<file path="config.mk">
export PLATFORM = sky130hd
export DESIGN_NAME = pitc_front
export DESIGN_NICKNAME = d
export VERILOG_FILES = /design/src/rtl/core/pitc_pkg.sv /design/src/rtl/core/pitc_front.sv
export SDC_FILE = /design/constraint.sdc
export NUM_CORES = 1
export LEC_CHECK = 0
export BUFFER_PORTS_ARGS = -buffer_cell sky130_fd_sc_hd__buf_2
export CORE_MARGIN = 2
export CORE_UTILIZATION = 45
export CTS_CLUSTER_DIAMETER = 100
export DETAILED_ROUTE_END_ITERATION = 6
export PLACE_DENSITY = 0.66
export SKIP_LAST_GASP = 1
export SYNTH_ARGS = -nofsm -noshare
export SYNTH_HDL_FRONTEND = slang
export SYNTH_SLANG_ARGS = --single-unit
</file>
<file path="constraint.sdc">
create_clock -name clk -period 4.9 [get_ports clk]
set_input_delay 0.245 -clock clk [delete_from_list [all_inputs] [get_ports clk]]
set_output_delay 0.245 -clock clk [all_outputs]
set_load 0.02 [all_outputs]
</file>
<file path="src/rtl/core/pitc_pkg.sv">
`default_nettype none
package pitc_pkg;

  localparam int COORD_W     = 11;
  localparam int DIFF_W      = 12;
  localparam int CFG_IDX_W   = 3;
  localparam int OUT_CNT_W   = 16;
  localparam int QUEUE_DEPTH = 4;
  localparam int IN_DATA_W   = 24;
  localparam int OUT_DATA_W  = 24;

  localparam int OUTER_COORD_DEF = 1200;
  localparam int COUNT_WIDTH_DEF = 16;

  typedef enum logic [CFG_IDX_W-1:0] {
    REG_A_X = 3'd0,
    REG_A_Y = 3'd1,
    REG_B_X = 3'd2,
    REG_B_Y = 3'd3,
    REG_C_X = 3'd4,
    REG_C_Y = 3'd5
  } cfg_reg_t;

  // one triangle side against the point: w = q - p, e = side direction
  typedef struct packed {
    logic signed [DIFF_W-1:0] wx;
    logic signed [DIFF_W-1:0] wy;
    logic signed [DIFF_W-1:0] ex;
    logic signed [DIFF_W-1:0] ey;
  } side_t;

  typedef struct packed {
    logic [COORD_W-1:0] px;
    logic [COORD_W-1:0] py;
    logic               vertex_hit;
    logic               last;
    side_t [2:0]        side;
  } point_rec_t;

endpackage
`default_nettype wire

</file>
<file path="src/rtl/core/pitc_front.sv">
`default_nettype none
module pitc_front (
  input  wire                                 clk,
  input  wire                                 rst_n,
  input  wire                                 cfg_we,
  input  wire  [pitc_pkg::CFG_IDX_W-1:0]      cfg_index,
  input  wire  [pitc_pkg::COORD_W-1:0]        cfg_wdata,
  input  wire                                 in_tvalid,
  output logic                                in_tready,
  input  wire  [pitc_pkg::COORD_W-1:0]        pt_x,
  input  wire  [pitc_pkg::COORD_W-1:0]        pt_y,
  input  wire                                 pt_last,
  output logic                                rec_valid,
  input  wire                                 rec_ready,
  output pitc_pkg::point_rec_t                rec
);

  logic [pitc_pkg::COORD_W-1:0] ax_r, ay_r, bx_r, by_r, cx_r, cy_r;
  logic                         fv_r;
  pitc_pkg::point_rec_t         rec_r, rec_nxt;

  always_ff @(posedge clk) begin
    if (!rst_n) begin
      ax_r <= '0; ay_r <= '0;
      bx_r <= '0; by_r <= '0;
      cx_r <= '0; cy_r <= '0;
    end else if (cfg_we) begin
      case (cfg_index)
        pitc_pkg::REG_A_X: ax_r <= cfg_wdata;
        pitc_pkg::REG_A_Y: ay_r <= cfg_wdata;
        pitc_pkg::REG_B_X: bx_r <= cfg_wdata;
        pitc_pkg::REG_B_Y: by_r <= cfg_wdata;
        pitc_pkg::REG_C_X: cx_r <= cfg_wdata;
        pitc_pkg::REG_C_Y: cy_r <= cfg_wdata;
        default: ;
      endcase
    end
  end

  function automatic logic signed [pitc_pkg::DIFF_W-1:0] sdiff(
    input logic [pitc_pkg::COORD_W-1:0] a,
    input logic [pitc_pkg::COORD_W-1:0] b
  );
    sdiff = $signed({1'b0, a}) - $signed({1'b0, b});
  endfunction

  always_comb begin
    rec_nxt.px = pt_x;
    rec_nxt.py = pt_y;
    rec_nxt.last = pt_last;
    rec_nxt.vertex_hit = (pt_x == ax_r && pt_y == ay_r) ||
                         (pt_x == bx_r && pt_y == by_r) ||
                         (pt_x == cx_r && pt_y == cy_r);
    // side A-B from B
    rec_nxt.side[0].wx = sdiff(bx_r, pt_x);
    rec_nxt.side[0].wy = sdiff(by_r, pt_y);
    rec_nxt.side[0].ex = sdiff(ax_r, bx_r);
    rec_nxt.side[0].ey = sdiff(ay_r, by_r);
    // side A-C from C
    rec_nxt.side[1].wx = sdiff(cx_r, pt_x);
    rec_nxt.side[1].wy = sdiff(cy_r, pt_y);
    rec_nxt.side[1].ex = sdiff(ax_r, cx_r);
    rec_nxt.side[1].ey = sdiff(ay_r, cy_r);
    // side B-C from C
    rec_nxt.side[2].wx = sdiff(cx_r, pt_x);
    rec_nxt.side[2].wy = sdiff(cy_r, pt_y);
    rec_nxt.side[2].ex = sdiff(bx_r, cx_r);
    rec_nxt.side[2].ey = sdiff(by_r, cy_r);
  end

  assign in_tready = !fv_r || rec_ready;
  assign rec_valid = fv_r;
  assign rec       = rec_r;

  always_ff @(posedge clk) begin
    if (!rst_n) begin
      fv_r <= 1'b0;
    end else if (in_tready) begin
      fv_r <= in_tvalid;
    end
  end

  always_ff @(posedge clk) begin
    if (in_tready && in_tvalid) begin
      rec_r <= rec_nxt;
    end
  end

endmodule
`default_nettype wire

</file>
* Word-level counts from Yosys, hierarchy flattened
Index checks and enable logic that the tools add are counted.
** Storage, ports and cells
- Word-level logic and storage cells :: 57
- Memory bits (writable) :: 0
- Memories kept :: 0
- Register bits :: 211
- Bits in latches :: 0
- ROM bits :: 0
** Operators by class
- Eq/ne operators :: 11
- Bitwise logic cells :: 0
- Multiply operators :: 0
- Order comparisons :: 0
- Add/sub/neg operators :: 10
- Divide/modulo/power cells :: 0
- Reductions and logical operators :: 15
- Shifts and indexed selects :: 0
- Muxes and demuxes :: 0
** Operator list (count)
- $sub 11x11->12 :: 10
- $eq 11x11->1 :: 6
- $reduce_and 2->1 :: 6
- $eq 3x2->1 const B :: 2
- $eq 3x3->1 const B :: 2
- $logic_and 1x1->1 :: 4
- $eq 3x1->1 const B :: 1
- $logic_not 3->1 :: 1
- $logic_or 1x1->1 :: 3
- $logic_not 1->1 :: 1

* Longest topological paths before layout
- Depth in word-level cells :: 4
- Depth in mapped cells :: 8
- Depth with buffers taken out :: 8

* Worst setup path before layout
No wires, ideal clock.
- Path type :: flip-flop to flip-flop
- Start point :: reg fv_r (netlist: rec_valid)
- End point :: reg rec_r (netlist bit rec[0]) (enable)
- Cell stages (with the launch flop) :: 3
- Setup slack :: 0.427 ns
- Path buffers :: 0
- Arrival :: 3.953 ns
- Path through :: dfxtp_1 nand2b_1 and2_1
** On the way
- Cells in the longest elaborated chain, start to end :: 3
** Ends and longest elaborated chain
- start: declaration :: RTL line pitc_front.sv:19 : logic fv_r;
- start signal: assignment :: RTL line pitc_front.sv:79 : fv_r <= in_tvalid;
- $logic_not 1->1 :: RTL line pitc_front.sv:71 : assign in_tready = !fv_r || rec_ready;
- $logic_or 1x1->1 :: RTL line pitc_front.sv:71
- net in_tready :: RTL line pitc_front.sv:9 : output logic in_tready,
- $logic_and 1x1->1 :: RTL line pitc_front.sv:84 : if (in_tready && in_tvalid) begin
- end signal: assignment :: RTL line pitc_front.sv:85 : rec_r <= rec_nxt;
- end: declaration :: RTL line pitc_front.sv:20 : pitc_pkg::point_rec_t rec_r, rec_nxt;
The timed path passes the listed nets, and every way through them passes these cells.
A chain may end at the register's enable or synchronous reset.

==> results.sh <==
export IMPL_mostFrequentLayoutCells="buf_2 (211), nand2_1 (165), edfxtp_1 (144)"
export IMPL_grt_max_degree=85
export IMPL_drt_iter0_drc=537
export IMPL_rows=60
export IMPL_grt_pass1_vias=9341
export IMPL_yosys_area_top_type_share=0.3489
export IMPL_dieArea_mm2=0.02888
export IMPL_die_w_um=170.0
export IMPL_dr_wl_met2_um=15850
export IMPL_met3_wirelength_um=1809
export IMPL_worstSetupPathType="reg -> reg"
export IMPL_yosys_top_cells_area="edfxtp_1 (35%), ha_1 (11%), dfxtp_1 (11%)"
export IMPL_via_per_inst=5.398
export IMPL_start_util=0.4586
export IMPL_wl_um=33120
export IMPL_die_height_um=170.0
export IMPL_syn_area_per_cell_um2=10.24
export IMPL_synth_nets=1372
export IMPL_yosysSeqAreaShare=0.4571
export IMPL_required_ns=5.15
export IMPL_clkLatencyLatePin_ns=0.54
export IMPL_ir_worst_vdd_mv=0.2099
export IMPL_track_usage=0.2258
export IMPL_clock_sinks=211
export IMPL_grt_setup_unrepaired="false"
export IMPL_core_mm2=0.02703
export IMPL_htree_levels=1
export IMPL_place_congestion=0.8929
export IMPL_grt_overflow_total=0
export IMPL_period_share=0.4803
export IMPL_setup_violations=0
export IMPL_outcome="finished clean"
export IMPL_cts_resized=0
export IMPL_synthArstFlopShare=0
export IMPL_antenna_left=0
export IMPL_drive_gt1_frac=0.1849
export IMPL_cp_max_fo=5
export IMPL_finalHoldViolations=0
export IMPL_skew_ns=0.02314
export IMPL_hp_class="in -> reg"
export IMPL_slew_headroom=0.2419
export IMPL_num_io_pins=212
export IMPL_dpl_instance_area_mm2=0.01363
export IMPL_start_kind="flip-flop"
export IMPL_drc=0
export IMPL_synth_cell_types=65
export IMPL_tns_ns=0
export IMPL_grt_antenna_before_repair=2
export IMPL_final_cell_area_mm2=0.01462
export IMPL_cap_viol_max_count=0
export IMPL_synth_edff_count=144
export IMPL_m1WireLength_um=14220
export IMPL_period_minus_slack_ns=2.353
export IMPL_highest_layer="met4"
export IMPL_num_vias=9619
export IMPL_holdBufCountCts=19
export IMPL_power_density_mw_per_mm2=329.8
export IMPL_crit_arrival_ns=2.61
export IMPL_slew_viol_final=0
export IMPL_area_growth_pct=17.97
export IMPL_synth_top_area_cell="edfxtp_1"
export IMPL_clockBufferDepth=3
export IMPL_syn_area_mm2=0.01239
export IMPL_fmax_mhz=424.9
export IMPL_postCtsSetupBuffers=0
export IMPL_synth_seq_cells=211
export IMPL_grt_pass1_wl_um=50410
export IMPL_cts_buffers=24
export IMPL_drt_pass1_iterations=4
export IMPL_syn_instance_count=1210
export IMPL_synth_flop_cell="edfxtp_1"
export IMPL_clkTransAtPathRegs_ns=0.06
export IMPL_cts_root_buf="clkbuf_16"
export IMPL_port_buffers=211
export IMPL_hpwl_um=25460
export IMPL_end_kind="flip-flop"
export IMPL_nets=1583
export IMPL_worst_pin_slew_ns=1.133
export IMPL_final_common_cell="buf_2"
export IMPL_finish_utilization=0.5410
export IMPL_wl_per_cell_um=18.58
export IMPL_leakage_nw=6.262
export IMPL_ys_warnings_count=0
export IMPL_cts_tree="done"
[power breakdown]
group | leakage [nW] | total, W | internal [W] | switching (W)
Clock | 0.391 | 0.00181 | 0.00108 | 0.000732
Combinational | 3.92 | 0.000884 | 0.000328 | 0.000556
Sequential | 1.95 | 0.00213 | 0.00207 | 0.0000527
[sequential cells by signal (all words and copies together), names as in the netlist]
register,flops
ay_r,11
cx_r,11
bx_r,11
cy_r,11
rec,144
by_r,11
rec_valid,1
ax_r,11
[cells in the mapped netlist (all sizes together), types with 8 or more instances]
library cell / number
fa: 10
nor4: 9
a21oi: 40
xor2: 28
o31ai: 8
and3: 8
nor2: 57
buf: 30
nor2b: 30
a31oi: 13
or2: 11
clkbuf: 16
xnor2: 57
nand4: 17
o21a: 22
nor3: 20
a21boi: 78
inv: 103
nand3: 15
dfxtp: 67
ha: 110
a21o: 36
edfxtp: 144
o21ai: 25
o31a: 10
nand2: 165
nand2b: 14
[metrics by stage]
step | hold WS [ns] | instances | setup WS (ns) | total power (W)
final | 0.01048 | 1782 | 2.547 | 0.004822
after global placement | 0.4259 | 1717 | 2.518 | 0.003025
after floorplan | 0.3439 | 1210 | 0.4265 | 0.002767
after CTS | 0.001044 | 1780 | 2.569 | 0.004863
after global routing | 0.006821 | 1782 | 2.385 | 0.005019
after detailed placement | 0.4301 | 1717 | 2.546 | 0.003033
[routing by layer]
layer | vias to the layer above | GRT usage
met5 | - | 0
met4 | 0 | 0.08547
met3 | 65 | 0.03256
met2 | 281 | 0.3892
met1 | 4543 | 0.2878
li1 | 4730 | -
[final cells by class]
class | count | area (µm²)
Tap cell | 341 | 426.7
Sequential cell | 211 | 5665
Fill cell | 2441 | 12410
Antenna cell | 2 | 5.005
Multi-Input combinational cell | 850 | 6076
Clock inverter | 14 | 161.4
Inverter | 103 | 386.6
Timing Repair Buffer | 231 | 1266
Clock buffer | 30 | 633.1
[critical path, stage by stage (launching register included)]
cell	delay, ns
dfxtp_1	0.45
inv_1	0.14
ha_1	0.28
nor2b_1	0.14
o31a_1	0.28
o31ai_1	0.37
a21boi_0	0.23
xor2_1	0.20
[logic make-up (layout without fill, tap and decap cells)]
logic type / Yosys count / after routing / synth area share
DFF: 211 / 211 / 0.4571
other: 0 / 2 / 0
xor gates and xnor gates: 85 / 85 / 0.06007
muxes: 3 / 3 / 0.002625
adders and majority gates: 120 / 120 / 0.1272
and+or+nand+nor: 361 / 361 / 0.1357
AOI/OAI and AO/OA: 281 / 281 / 0.1645
buffers and inverters: 149 / 378 / 0.05280
[final timing paths]
path / from / end / slack (ns) / depth (start not counted)
worst max-delay path: cx_r[1] / rec[115] / 2.55 / 7
worst min-delay path: pt_y[9] / rec[155] / 0.01 / 1
worst max register to register: cx_r[1] / rec[115] / 2.55 / 7
worst min register to register: bx_r[0] / bx_r[0] / 0.49 / 2
Power figures use the tool's default switching activity.
