--- src/rtl/core/pitc_pkg.sv ---
`default_nettype none
package pitc_pkg;

  localparam int COORD_W     = 11;
  localparam int DIFF_W      = 12;
  localparam int CFG_IDX_W   = 3;
  localparam int OUT_CNT_W   = 16;
  localparam int QUEUE_DEPTH = 4;
  localparam int IN_DATA_W   = 24;
  localparam int OUT_DATA_W  = 24;

  localparam int OUTER_COORD_DEF = 1200;
  localparam int COUNT_WIDTH_DEF = 16;

  typedef enum logic [CFG_IDX_W-1:0] {
    REG_A_X = 3'd0,
    REG_A_Y = 3'd1,
    REG_B_X = 3'd2,
    REG_B_Y = 3'd3,
    REG_C_X = 3'd4,
    REG_C_Y = 3'd5
  } cfg_reg_t;

  // one triangle side against the point: w = q - p, e = side direction
  typedef struct packed {
    logic signed [DIFF_W-1:0] wx;
    logic signed [DIFF_W-1:0] wy;
    logic signed [DIFF_W-1:0] ex;
    logic signed [DIFF_W-1:0] ey;
  } side_t;

  typedef struct packed {
    logic [COORD_W-1:0] px;
    logic [COORD_W-1:0] py;
    logic               vertex_hit;
    logic               last;
    side_t [2:0]        side;
  } point_rec_t;

endpackage
`default_nettype wire

--- src/rtl/core/pitc_queue.sv ---
`default_nettype none
module pitc_queue (
  input  wire                    clk,
  input  wire                    rst_n,
  input  wire                    wr_valid,
  output logic                   wr_ready,
  input  pitc_pkg::point_rec_t   wr_data,
  output logic                   rd_valid,
  input  wire                    rd_ready,
  output pitc_pkg::point_rec_t   rd_data
);

  localparam int AW = $clog2(pitc_pkg::QUEUE_DEPTH);

  pitc_pkg::point_rec_t mem_r [pitc_pkg::QUEUE_DEPTH];
  logic [AW-1:0]        wr_ptr_r, rd_ptr_r;
  logic [AW:0]          fill_r;
  logic                 push, pop;

  assign wr_ready = (fill_r != (AW+1)'(pitc_pkg::QUEUE_DEPTH));
  assign rd_valid = (fill_r != '0);
  assign push     = wr_valid && wr_ready;
  assign pop      = rd_valid && rd_ready;
  assign rd_data  = mem_r[rd_ptr_r];

  always_ff @(posedge clk) begin
    if (!rst_n) begin
      wr_ptr_r <= '0;
      rd_ptr_r <= '0;
      fill_r   <= '0;
    end else begin
      if (push) begin
        wr_ptr_r <= wr_ptr_r + 1'b1;
      end
      if (pop) begin
        rd_ptr_r <= rd_ptr_r + 1'b1;
      end
      if (push && !pop) begin
        fill_r <= fill_r + 1'b1;
      end else if (pop && !push) begin
        fill_r <= fill_r - 1'b1;
      end
    end
  end

  always_ff @(posedge clk) begin
    if (push) begin
      mem_r[wr_ptr_r] <= wr_data;
    end
  end

endmodule
`default_nettype wire

--- config.mk ---
export PLATFORM = sky130hd
export DESIGN_NAME = pitc_queue
export DESIGN_NICKNAME = d
export VERILOG_FILES = /design/src/rtl/core/pitc_pkg.sv /design/src/rtl/core/pitc_queue.sv
export SDC_FILE = /design/constraint.sdc
export NUM_CORES = 1
export LEC_CHECK = 0
export CELL_PAD_IN_SITES_DETAIL_PLACEMENT = 0
export CELL_PAD_IN_SITES_GLOBAL_PLACEMENT = 1
export CORE_MARGIN = 2
export CORE_UTILIZATION = 45
export DETAILED_ROUTE_END_ITERATION = 6
export DONT_BUFFER_PORTS = 1
export GPL_ROUTABILITY_DRIVEN = 0
export GPL_TIMING_DRIVEN = 1
export PLACE_DENSITY_LB_ADDON = 0.15
export SLEW_MARGIN = 20
export SYNTH_ARGS = -nofsm -noshare
export SYNTH_HDL_FRONTEND = slang
export SYNTH_SLANG_ARGS = --single-unit
export TNS_END_PERCENT = 100
--- constraint.sdc ---
create_clock -name clk -period 5.95 [get_ports clk]
set_input_delay 0.595 -clock clk [delete_from_list [all_inputs] [get_ports clk]]
set_output_delay 0.595 -clock clk [all_outputs]
set_load 0.01 [all_outputs]
Yosys cells after proc, flatten, opt, wreduce, memory -nomap -nowiden
Memories as Yosys holds them, arrays and structs flattened. A register that Yosys moved wholly into a read port is not among the register bits.
Index checks and enable logic that the tools add are counted.

operators by class
  $add $sub $neg = 4
  equal/unequal tests = 1
  reduce and logical (&&, ||, !) cells = 8
  mux-type cells = 6

operator list
  cell                                               count
  two-way mux 3 bit                                  2
  adder 2 x 1 -> 2 bit (second input constant)       2
  logical AND 1 bit                                  4
  two-way mux 2 bit                                  2
  adder 3 x 1 -> 3 bit (second input constant)       1
  != test 3 bit (second input constant)              1
  nonzero test 3 bit                                 1
  subtractor 3 x 1 -> 3 bit (second input constant)  1
  logical NOT 1 bit                                  2
  two-way mux 1 bit                                  2
  nonzero test 2 bit                                 1

storage, ports and cells
  RAM bits = 672
  register bits = 7
  output and inout port bits = 170
  memories kept = 1

memories
  name   words  bits a word  read ports  clocked after memory_dff  wr ports  RTL line          text
  mem_r  4      168          1           1                         1         pitc_queue.sv:15  pitc_pkg::point_rec_t mem_r [pitc_pkg::QUEUE_DEPTH];

Logic depth before layout (Yosys ltp)
Gate-level depths: netlist (run 1).

  depth after elaboration = 6
  depth in mapped cells = 8

Worst setup path before layout (run 1)
OpenSTA, ideal clock, no wires.

  path kind = input to register
  start = input port wr_valid
  end = memory mem_r[0][0] (netlist bit), enable pin
  buffers on the path = 0
  data arrival time = 4.754 ns
  path slack = 0.648 ns
  cell stages on the path = 2
  cell sequence = a21boi_2 -> and2_1

on the way
  longest elaborated chain between the ends = 3

RTL lines
  item                                     RTL line          text
  start, declared                          pitc_queue.sv:5   input wire wr_valid,
  logical AND 1 bit                        pitc_queue.sv:22  assign push = wr_valid && wr_ready;
  two-way mux 1 bit                        pitc_queue.sv:47  if (push) begin
  two-way mux 1 bit (implied by the code)  pitc_queue.sv:48  mem_r[wr_ptr_r] <= wr_data;
  end, declared                            pitc_queue.sv:15

No other way between the ends.

==> results of run 1 <==
## power groups by stage
stage,clock network [uW],registers [uW],logic [uW]
2_1_floorplan,0,6070,1930
3_5_place_dp,0,6110,2400
6_report,4040,6000,2310
3_3_place_gp,0,6090,2420
4_1_cts,4160,6010,2410
5_1_grt,4350,6050,2480
## state kept, by name, summed over array words and instances (netlist names), named ones only
signal,cells
fill_r,3
mem_r,672
rd_ptr_r,2
wr_ptr_r,2
## layout make-up
cell class,count,area (um2)
Clock buffer,97,1900
Timing Repair Buffer,12,178
Tap cell,696,871
Fill cell,4214,26400
Antenna cell,5,12.5
Clock inverter,28,194
Multi-Input combinational cell,203,4070
Inverter,3,11.3
Sequential cell,681,20400
## how the worst max path moves through the flow
stage,slack [ns],startpoint,cells past startpoint,end
floorplan,0.65,wr_valid,2,mem_r[0][0]
finish,2.69,flip-flop,2,rd_data[36]
CTS,2.59,flip-flop,2,rd_data[36]
global route,2.51,flip-flop,2,rd_data[76]
detailed placement,2.97,wr_valid,3,mem_r[2][140]
global placement,2.93,wr_valid,3,mem_r[0][102]
## metrics by stage
stage | cell area, um2 | util (%) | instances | power [uW]
after floorplan | 24700 | - | 926 | 8010
after global routing | 27600 | 51.1 | 1720 | 12900
final | 27600 | 51.1 | 1725 | 12300
after global placement | 25500 | 47.2 | 1595 | 8510
after CTS | 27600 | 51.1 | 1720 | 12600
after detailed placement | 25500 | 47.2 | 1595 | 8510
## cells by family (layout without fill, tap and decap cells)
family,count (synthesis),in the layout,synth area share [%]
flops,681,681,82.4
mux,171,171,15.4
buf+inv,42,140,1.18
simple gates,17,17,0.370
fa+ha+maj,6,6,0.334
compound gates,5,5,0.162
xor+xnor,4,4,0.142
other cells,0,5,0
## cells in the final DEF (no fill, tap or decap), types with 4 or more instances in the layout
master	Yosys	final
clkinv_1	0	15
and2_1	8	4
clkinv_2	0	7
buf_4	0	5
nand2_1	5	5
mux4_2	168	168
edfxtp_1	672	672
and2_4	0	4
ha_1	5	5
buf_12	0	7
clkbuf_16	0	72
clkbuf_1	6	25
dfxtp_1	9	7
diode_2	0	5
## per-layer routing
layer	vias up	track usage [%]	wire length, um
met5	-	0	0
met4	0	5.61	1210
met3	78	8.60	4970
met2	272	26.6	23300
met1	5131	19.8	17700
li1	4105	-	-
==> flow_summary.toml, run 1 <==
[route]
avgViaCountPerCell = 5.56
drt_iter0_drc = 608
wl_per_cell_um = 27.3
drtAntennaViolNets = 0
vias = 9586
drt-pass1-iter-count = 4
routed_wl_um = 47200
route.detailed.drc = 0

[setup_path]
path_cells = "buf_4 -> mux4_2"
cp_top_family = "flip-flops"
r2r_cells = 4
r2r_slack_ns = 3.00
critical_path_class = "reg -> out"
slowest_stage = "dfxtp_4"
cp_slowest_stage_delay_ns = 0.85
end_kind = "output port"
cp_max_fo = 51
cp.required_ns = 5.36
worstReg2RegStart = "fill_r[0]"
worst-path-buf-inv = 1
cp.arrival_ns = 2.67
r2r_end = "mem_r[0][78]"
worst_setup_path_start_kind = "flip-flop"

[timing]
finalMaxSlewViolations = 0
maxSlewHeadroom_pct = 33.7
tightest_slew_ns = 0.995
hold_viol = 0
setup_slack_ns = 2.69
setup_viol = 0
period_minus_slack_ns = 3.26
whs_ns = 0.0885
skew_ns = 0.0138
rsz0062_at_grt = "false"
fmax_mhz = 307
tns_ns = 0
finalCritPeriodShare_pct = 54.8

[placed_design]
post-dp-hpwl_um = 27000
numPortBuffers = 0
place_ws_ns = 2.97

[min_path]
worstHoldStart = "wr_data[20]"
whs_path_depth = 0
hold_class = "in -> reg"
holdPathEnd = "mem_r[3][20]"

[clock_network]
cts_buffers = 70
cts.sinks = 681
ctsResizeCount = 0
postCtsHoldBufs = 0
clockRootBuffer = "clkbuf_16"
cts_buffer_depth = 3
path_clk_slew_ns = 0.06
cts_setup_buffers = 0
clk_latency_ns = 0.60
tritoncts = "built"
htreeDepth = 3

[power]
switching_share_pct = 26.2
internal-power_uw = 9110
p_comb_share_pct = 18.7
p_per_area_nw_per_um2 = 447
pwr-share-clk_pct = 32.7
p_leak_uw = 0.00836
power_switching_uw = 3230
ir_worst_vdd_uv = 299
sequentialPowerShare_pct = 48.6

[yosys]
ys_seq_area_share_pct = 82.4
yosysTopAreaCell = "edfxtp_1"
synth_area_per_cell_um2 = 26.7
yosysWarnings = 0
synth_most_common_cell = "edfxtp_1"
dominantRegCellSynth = "edfxtp_1"
synthTopCellsByArea = "edfxtp_1 82%, mux4_2 15%, dfxtp_1 0.73%, buf_6 0.68%, buf_2 0.36%"
synth_cell_types = 22
synthArstFlopShare_pct = 0
synth_area_um2 = 24700
synthCells = 926
yosys.area.top_type_share_pct = 81.6
ys_ff_latch = 681
ys_top_cells_by_count = "672 x edfxtp_1, 168 x mux4_2, 18 x buf_2"
synth_edf_count = 672
synth_nets = 1104

[floorplanning]
rows = 85
coreArea_um2 = 54000
initial_core_util_pct = 45.7
pin_count = 342
die_w_um = 238
die_area_um2 = 56800
die_y_um = 238

[global_route]
antenna_found_initial = 1
grt_pass1_wl_um = 69000
overflow = 0
grt_pass1_vias = 10200
grt_max_degree = 93
track_usage_pct = 16.8

[job]
max_cap_violations = 0

[status]
outcome = "completed"

[finish]
nNetsFinal = 1149
area_growth_pct = 11.7
drive_gt1_share_pct = 26.6
Note: power is estimated with default switching activity, not from simulation.
==> run 2, diff against run 1 <==
--- a/config.mk
+++ b/config.mk
@@ -5,6 +5,7 @@
 export SDC_FILE = /design/constraint.sdc
 export NUM_CORES = 1
 export LEC_CHECK = 0
+export ABC_AREA = 1
 export CELL_PAD_IN_SITES_DETAIL_PLACEMENT = 0
 export CELL_PAD_IN_SITES_GLOBAL_PLACEMENT = 1
 export CORE_MARGIN = 2
==> constraint.sdc (replaced) <==
create_clock -name clk -period 2.8 [get_ports clk]
set_input_delay 0.28 -clock clk [delete_from_list [all_inputs] [get_ports clk]]
set_output_delay 0.28 -clock clk [all_outputs]
set_load 0.01 [all_outputs]
==> run 2 against run 1 <==
Net effect: design area up 9.1%; critical path depth up 2; die area up 2.0%; synthesized area up 2.0%; register-to-register slack worse by 2.1 ns; via count up 52%; critical path type unchanged; critical endpoint is now rd_data[61].
==> flow_summary.toml, run 2 <==
[timing]
tightest_slew_ns = 0.722
setup_slack_ns = 0.167
fmax_mhz = 380
tns_ns = 0
period_minus_slack_ns = 2.63
hold_viol = 0
setup_viol = 0
finalCritPeriodShare_pct = 94.0
finalMaxSlewViolations = 0
rsz0062_at_grt = "true"
skew_ns = 0.0115
maxSlewHeadroom_pct = 51.9

[clock_network]
clockRootBuffer = "clkbuf_16"
cts.sinks = 681
path_clk_slew_ns = 0.06
tritoncts = "built"
cts_buffer_depth = 3
cts_buffers = 71
clk_latency_ns = 0.58
htreeDepth = 3

[setup_path]
path_cells = "inv_8 -> buf_12 -> o21ai_0 -> o22ai_1"
cp.arrival_ns = 2.35
worstReg2RegStart = "fill_r[1]"
critical_path_class = "reg -> out"
worst_setup_path_start_kind = "flip-flop"
cp_slowest_stage_delay_ns = 0.46
cp_max_fo = 78
r2r_slack_ns = 0.86
end_kind = "output port"
slowest_stage = "dfxtp_4"
cp.required_ns = 2.52

[route]
dr_wl_met2_um = 28900
vias = 14500
drtAntennaViolNets = 0
wl_met3_um = 4700
drt-pass1-iter-count = 5
met1_length_um = 23200
drt_iter0_drc = 968
wl_per_cell_um = 21.8
avgViaCountPerCell = 5.44
routed.top_layer = "met5"
route.detailed.drc = 0
routed_wl_um = 58200

[yosys]
synthCells = 1692
synthArstFlopShare_pct = 0
ys_ff_latch = 681
synth_most_common_cell = "edfxtp_1"
synth_edf_count = 672
yosysTopAreaCell = "edfxtp_1"
ys_top_cells_by_count = "672 x edfxtp_1, 350 x nor2_1, 331 x o21ai_0"
synth_area_um2 = 25200
synth_area_per_cell_um2 = 14.9
synth_cell_types = 20
dominantRegCellSynth = "edfxtp_1"
ys_seq_area_share_pct = 80.8
yosys.area.top_type_share_pct = 80.0
synthTopCellsByArea = "edfxtp_1 80%, o21ai_0 6.6%, nor2_1 5.2%, o22ai_1 4.2%, clkbuf_1 1.1%"
synth_nets = 1870
yosysWarnings = 0

[finish]
largestRegisters = "mem_r (672), fill_r (3)"
nNetsFinal = 2041
largest-register = "mem_r"
layout_common_cells = "672 x edfxtp_1, 345 x nor2_1, 331 x o21ai_0, 171 x dlygate4sd3_1, 168 x o22ai_1"
area_growth_pct = 19.4
multiInputGateArea_um2 = 4280
n_fill_cell = 4462
mostFrequentLayoutCell = "edfxtp_1"
fin_area_um2 = 30100
regArea_um2 = 20400
largest_register_ff_count = 672
drive_gt1_share_pct = 7.52

[global_route]
grt_pass1_vias = 14200
track_usage_pct = 19.5
grt_pass1_wl_um = 84500
overflow = 0
grt_max_degree = 147
antenna_found_initial = 10

[placed_design]
post-dp-hpwl_um = 31600
place_ws_ns = 0.699
numPortBuffers = 0
dpl_cell_area_um2 = 26200

[status]
outcome = "completed"

[power]
p_leak_uw = 0.00983
ir_worst_vdd_uv = 619
p_per_area_nw_per_um2 = 899

[min_path]
hold_class = "in -> reg"
worstHoldStart = "wr_valid"

[floorplanning]
pin_count = 342
die_y_um = 241
die_w_um = 241
rows = 86
initial_core_util_pct = 45.7
die_area_um2 = 57900
coreArea_um2 = 55200

[job]
max_cap_violations = 0
run 2: changes by cell type after synthesis, moves of 10 or more:
cell      change
nor2_1      +349
o21ai_0     +330
mux4_2      -168
o22ai_1     +168
clkbuf_1     +65
inv_1        +12
nand2_1      +10
run 2: where the power goes:
group / internal, uW / total, uW / switching [uW]
Combinational: 1470 / 5740 / 4270
Sequential: 12400 / 12700 / 280
Clock: 5000 / 8650 / 3650
Total: 18900 / 27100 / 8200
run 2: repair_timing:
| item | 4_1_cts | 5_1_grt |
|---|---|---|
| setup endpoints to repair | 0 | 32 |
| resized for setup | 0 | 1 |
| hold buffers | 171 | 0 |
| setup buffers | 0 | 1 |
| endpoints found under the hold margin | 681 | 0 |
run 2: worst paths after layout:
path | end | cells after the start
hold reg to reg | flip-flop | 2
hold / removal | wr_ptr_r[0] | 4
setup reg to reg | fill_r[1] | 9
setup / recovery | rd_data[61] | 4
run 2: cells by family after synthesis:
| family | Yosys count | share of synthesized area, % |
|---|---|---|
| flip-flops | 681 | 80.8 |
| buffers and inverters | 126 | 2.41 |
| AND/OR/NAND/NOR | 370 | 5.54 |
| adder cells (fa/ha/maj) | 6 | 0.328 |
| AO/OA/AOI/OAI | 508 | 10.9 |
| XOR/XNOR | 1 | 0.0347 |
run 2: final cells by class:
| type | count | share of cell area (%) |
|---|---|---|
| Sequential cell | 681 | 67.7 |
| Multi-Input combinational cell | 885 | 14.2 |
| Timing Repair Buffer | 208 | 7.59 |
| Clock buffer | 88 | 6.33 |
| Tap cell | 748 | 3.11 |
| Clock inverter | 36 | 0.777 |
| Inverter | 16 | 0.233 |
| Antenna cell | 8 | 0.0665 |
run 2: through the flow:
stage | utilization, % | hold WS [ns] | cells | total power, uW
after floorplan | - | 0.379 | 1692 | 16600
after global placement | 47.4 | 0.379 | 2365 | 18300
after detailed placement | 47.4 | 0.379 | 2365 | 18300
after CTS | 54.4 | 0.00233 | 2660 | 27300
after global routing | 54.5 | 0.0529 | 2669 | 28300
final | 54.5 | 0.0379 | 2670 | 27100
run 2: metal layers:
metal  GRT usage [%]  vias up
li1                -     6746
met1            23.6     7301
met2            32.7      377
met3            6.87      101
met4            5.85        6
met5               0        -
run 2: worst max-delay path, delay by kind of cell (launching register included):
family / cells / cell delay, ns
AOI/OAI and AO/OA: 2 / 0.51
buffers and inverters: 2 / 0.72
DFF: 1 / 0.46
==> run 3, diff against run 2 <==
==> constraint.sdc (replaced) <==
create_clock -name clk -period 2.2 [get_ports clk]
set_input_delay 0.11 -clock clk [delete_from_list [all_inputs] [get_ports clk]]
set_output_delay 0.11 -clock clk [all_outputs]
set_load 0.01 [all_outputs]
==> run 3 against run 2 <==
Net effect: first-iteration DRC count decreased by 15%; count of clock-buffer cells in the layout up 1; worst hold slack better by 0.17 ns; worst setup slack got worse by 0.11 ns; clock skew grew 0.0027 ns; total power is 35% higher; combinational power up 57%; sequential cell count unchanged; register-to-register slack got worse by 0.59 ns; sequential share of layout area fell by 3.4 points; critical path type unchanged; critical endpoint is now rd_data[83]; highest routed layer unchanged.
==> flow_summary.toml, run 3 (synthesis gave the netlist of run 2 again) <==
[floorplanning]
pin_count = 342
die_w_um = 241
die_area_um2 = 57900
die_y_um = 241
coreArea_um2 = 55200
rows = 86
initial_core_util_pct = 45.7

[finish]
layout_common_cells = "672 x edfxtp_1, 345 x nor2_1, 330 x o21ai_0, 171 x dlygate4sd3_1, 123 x o22ai_2"
largest_register_ff_count = 672
largestRegisters = "mem_r (672), fill_r (3)"
area_growth_pct = 25.6
largest-register = "mem_r"
mostFrequentLayoutCell = "edfxtp_1"
fin_area_um2 = 31700
nNetsFinal = 2080
drive_gt1_share_pct = 15.8

[timing]
finalMaxSlewViolations = 0
fmax_mhz = 467
finalCritPeriodShare_pct = 97.4
hold_viol = 0
skew_ns = 0.0143
tightest_slew_ns = 0.440
period_minus_slack_ns = 2.14
maxSlewHeadroom_pct = 70.6
setup_viol = 0
whs_ns = 0.204
setup_slack_ns = 0.0580
rsz0062_at_grt = "true"

[route]
wl_per_cell_um = 23.0
drt-pass1-iter-count = 5
avgViaCountPerCell = 5.52
drt_iter0_drc = 820
route.detailed.drc = 0
drtAntennaViolNets = 0
routed_wl_um = 62300
vias = 15000

[placed_design]
place_ws_ns = 0.291
post-dp-hpwl_um = 34200
dpl_cell_area_um2 = 26600
numPortBuffers = 0

[power]
ir_worst_vdd_uv = 828
p_comb_share_pct = 24.8
internal-power_uw = 25300
pwr-share-clk_pct = 31.2
switching_share_pct = 30.8
power_uw = 36500
power_switching_uw = 11200
p_per_area_nw_per_um2 = 1150
sequentialPowerShare_pct = 44.0
p_leak_uw = 0.0105

[status]
outcome = "completed"

[setup_path]
worst_setup_path_start_kind = "flip-flop"
critical_path_class = "reg -> out"
cp.required_ns = 2.09
cp_top_family = "compound AO/OA/AOI/OAI gates"
cp.arrival_ns = 2.03
end_kind = "output port"
slowest_stage = "dfxtp_4"
worst-path-buf-inv = 2
cp_max_fo = 62
cp_slowest_stage_delay_ns = 0.47
path_cells = "buf_6 -> buf_16 -> o21ai_0 -> o22ai_2"

[min_path]
hold_class = "in -> reg"

[clock_network]
path_clk_slew_ns = 0.06
htreeDepth = 3
tritoncts = "built"
clockRootBuffer = "clkbuf_16"
clk_latency_ns = 0.60
cts_buffers = 72
cts.sinks = 681
cts_buffer_depth = 3

[global_route]
overflow = 0
grt_pass1_vias = 14700
grt_pass1_wl_um = 90900
antenna_found_initial = 7
track_usage_pct = 21.1
grt_max_degree = 63

[job]
max_cap_violations = 0
-- run 3: power groups by stage --
stage | clock network [uW] | registers, uW | logic (uW)
6_report | 11400 | 16100 | 9040
3_5_place_dp | 0 | 16400 | 7240
3_3_place_gp | 0 | 16300 | 7170
5_1_grt | 12100 | 16200 | 9780
4_1_cts | 11700 | 16100 | 8860
2_1_floorplan | 0 | 16300 | 4810
-- run 3: routing by layer --
metal  wire, um  vias to the layer above  part of all wire (%)  GRT usage [%]
li1           -                     6843                     -              -
met1      25400                     7618                    41           26.7
met2      30700                      401                    49           35.0
met3       4440                      101                   7.1           5.96
met4       1800                        4                   2.9           7.57
met5         21                        -                 0.034              0
-- run 3: area by class of cell --
class,instances,area (um2)
Fill cell,4352,23500
Sequential cell,681,20400
Multi-Input combinational cell,885,5050
Timing Repair Buffer,246,2990
Clock buffer,89,1950
Tap cell,748,936
Clock inverter,38,277
Inverter,16,81.3
Antenna cell,6,15.0
-- run 3: worst reg2reg max path, delay by kind of cell (launching register included) --
kind | cells | cell delay, ns
and+or+nand+nor | 4 | 0.48
DFF | 1 | 0.34
buffers and inverters | 2 | 0.18
adders and majority gates | 2 | 0.63
AOI/OAI and AO/OA | 1 | 0.18
-- run 3: worst paths after layout --
check	start	endpoint	slack (ns)	cells past startpoint
max	flip-flop	rd_data[83]	0.06	4
min	wr_data[22]	mem_r[0][22]	0.20	1
max reg2reg	fill_r[1]	fill_r[1]	0.27	9
min reg2reg	rd_ptr_r[1]	flip-flop	0.51	2
-- run 3: through the flow --
| step | util, % | TNS [ns] | cells |
|---|---|---|---|
| floorplan | - | -908.84 | 1692 |
| global placement | 48.1 | 0 | 2391 |
| detailed placement | 48.1 | 0 | 2391 |
| CTS | 56.8 | -0.0368 | 2702 |
| global route | 57.4 | -0.0512 | 2708 |
| finish | 57.4 | 0 | 2709 |
-- run 3: repair_timing --
item / CTS / global route
pin swaps: 3 / 3
gates resized for setup: 102 / 43
setup endpoints to repair: 154 / 61
hold buffers: 171 / 0
gates cloned: 7 / 1
setup buffers: 6 / 0
hold endpoints to repair: 683 / 0
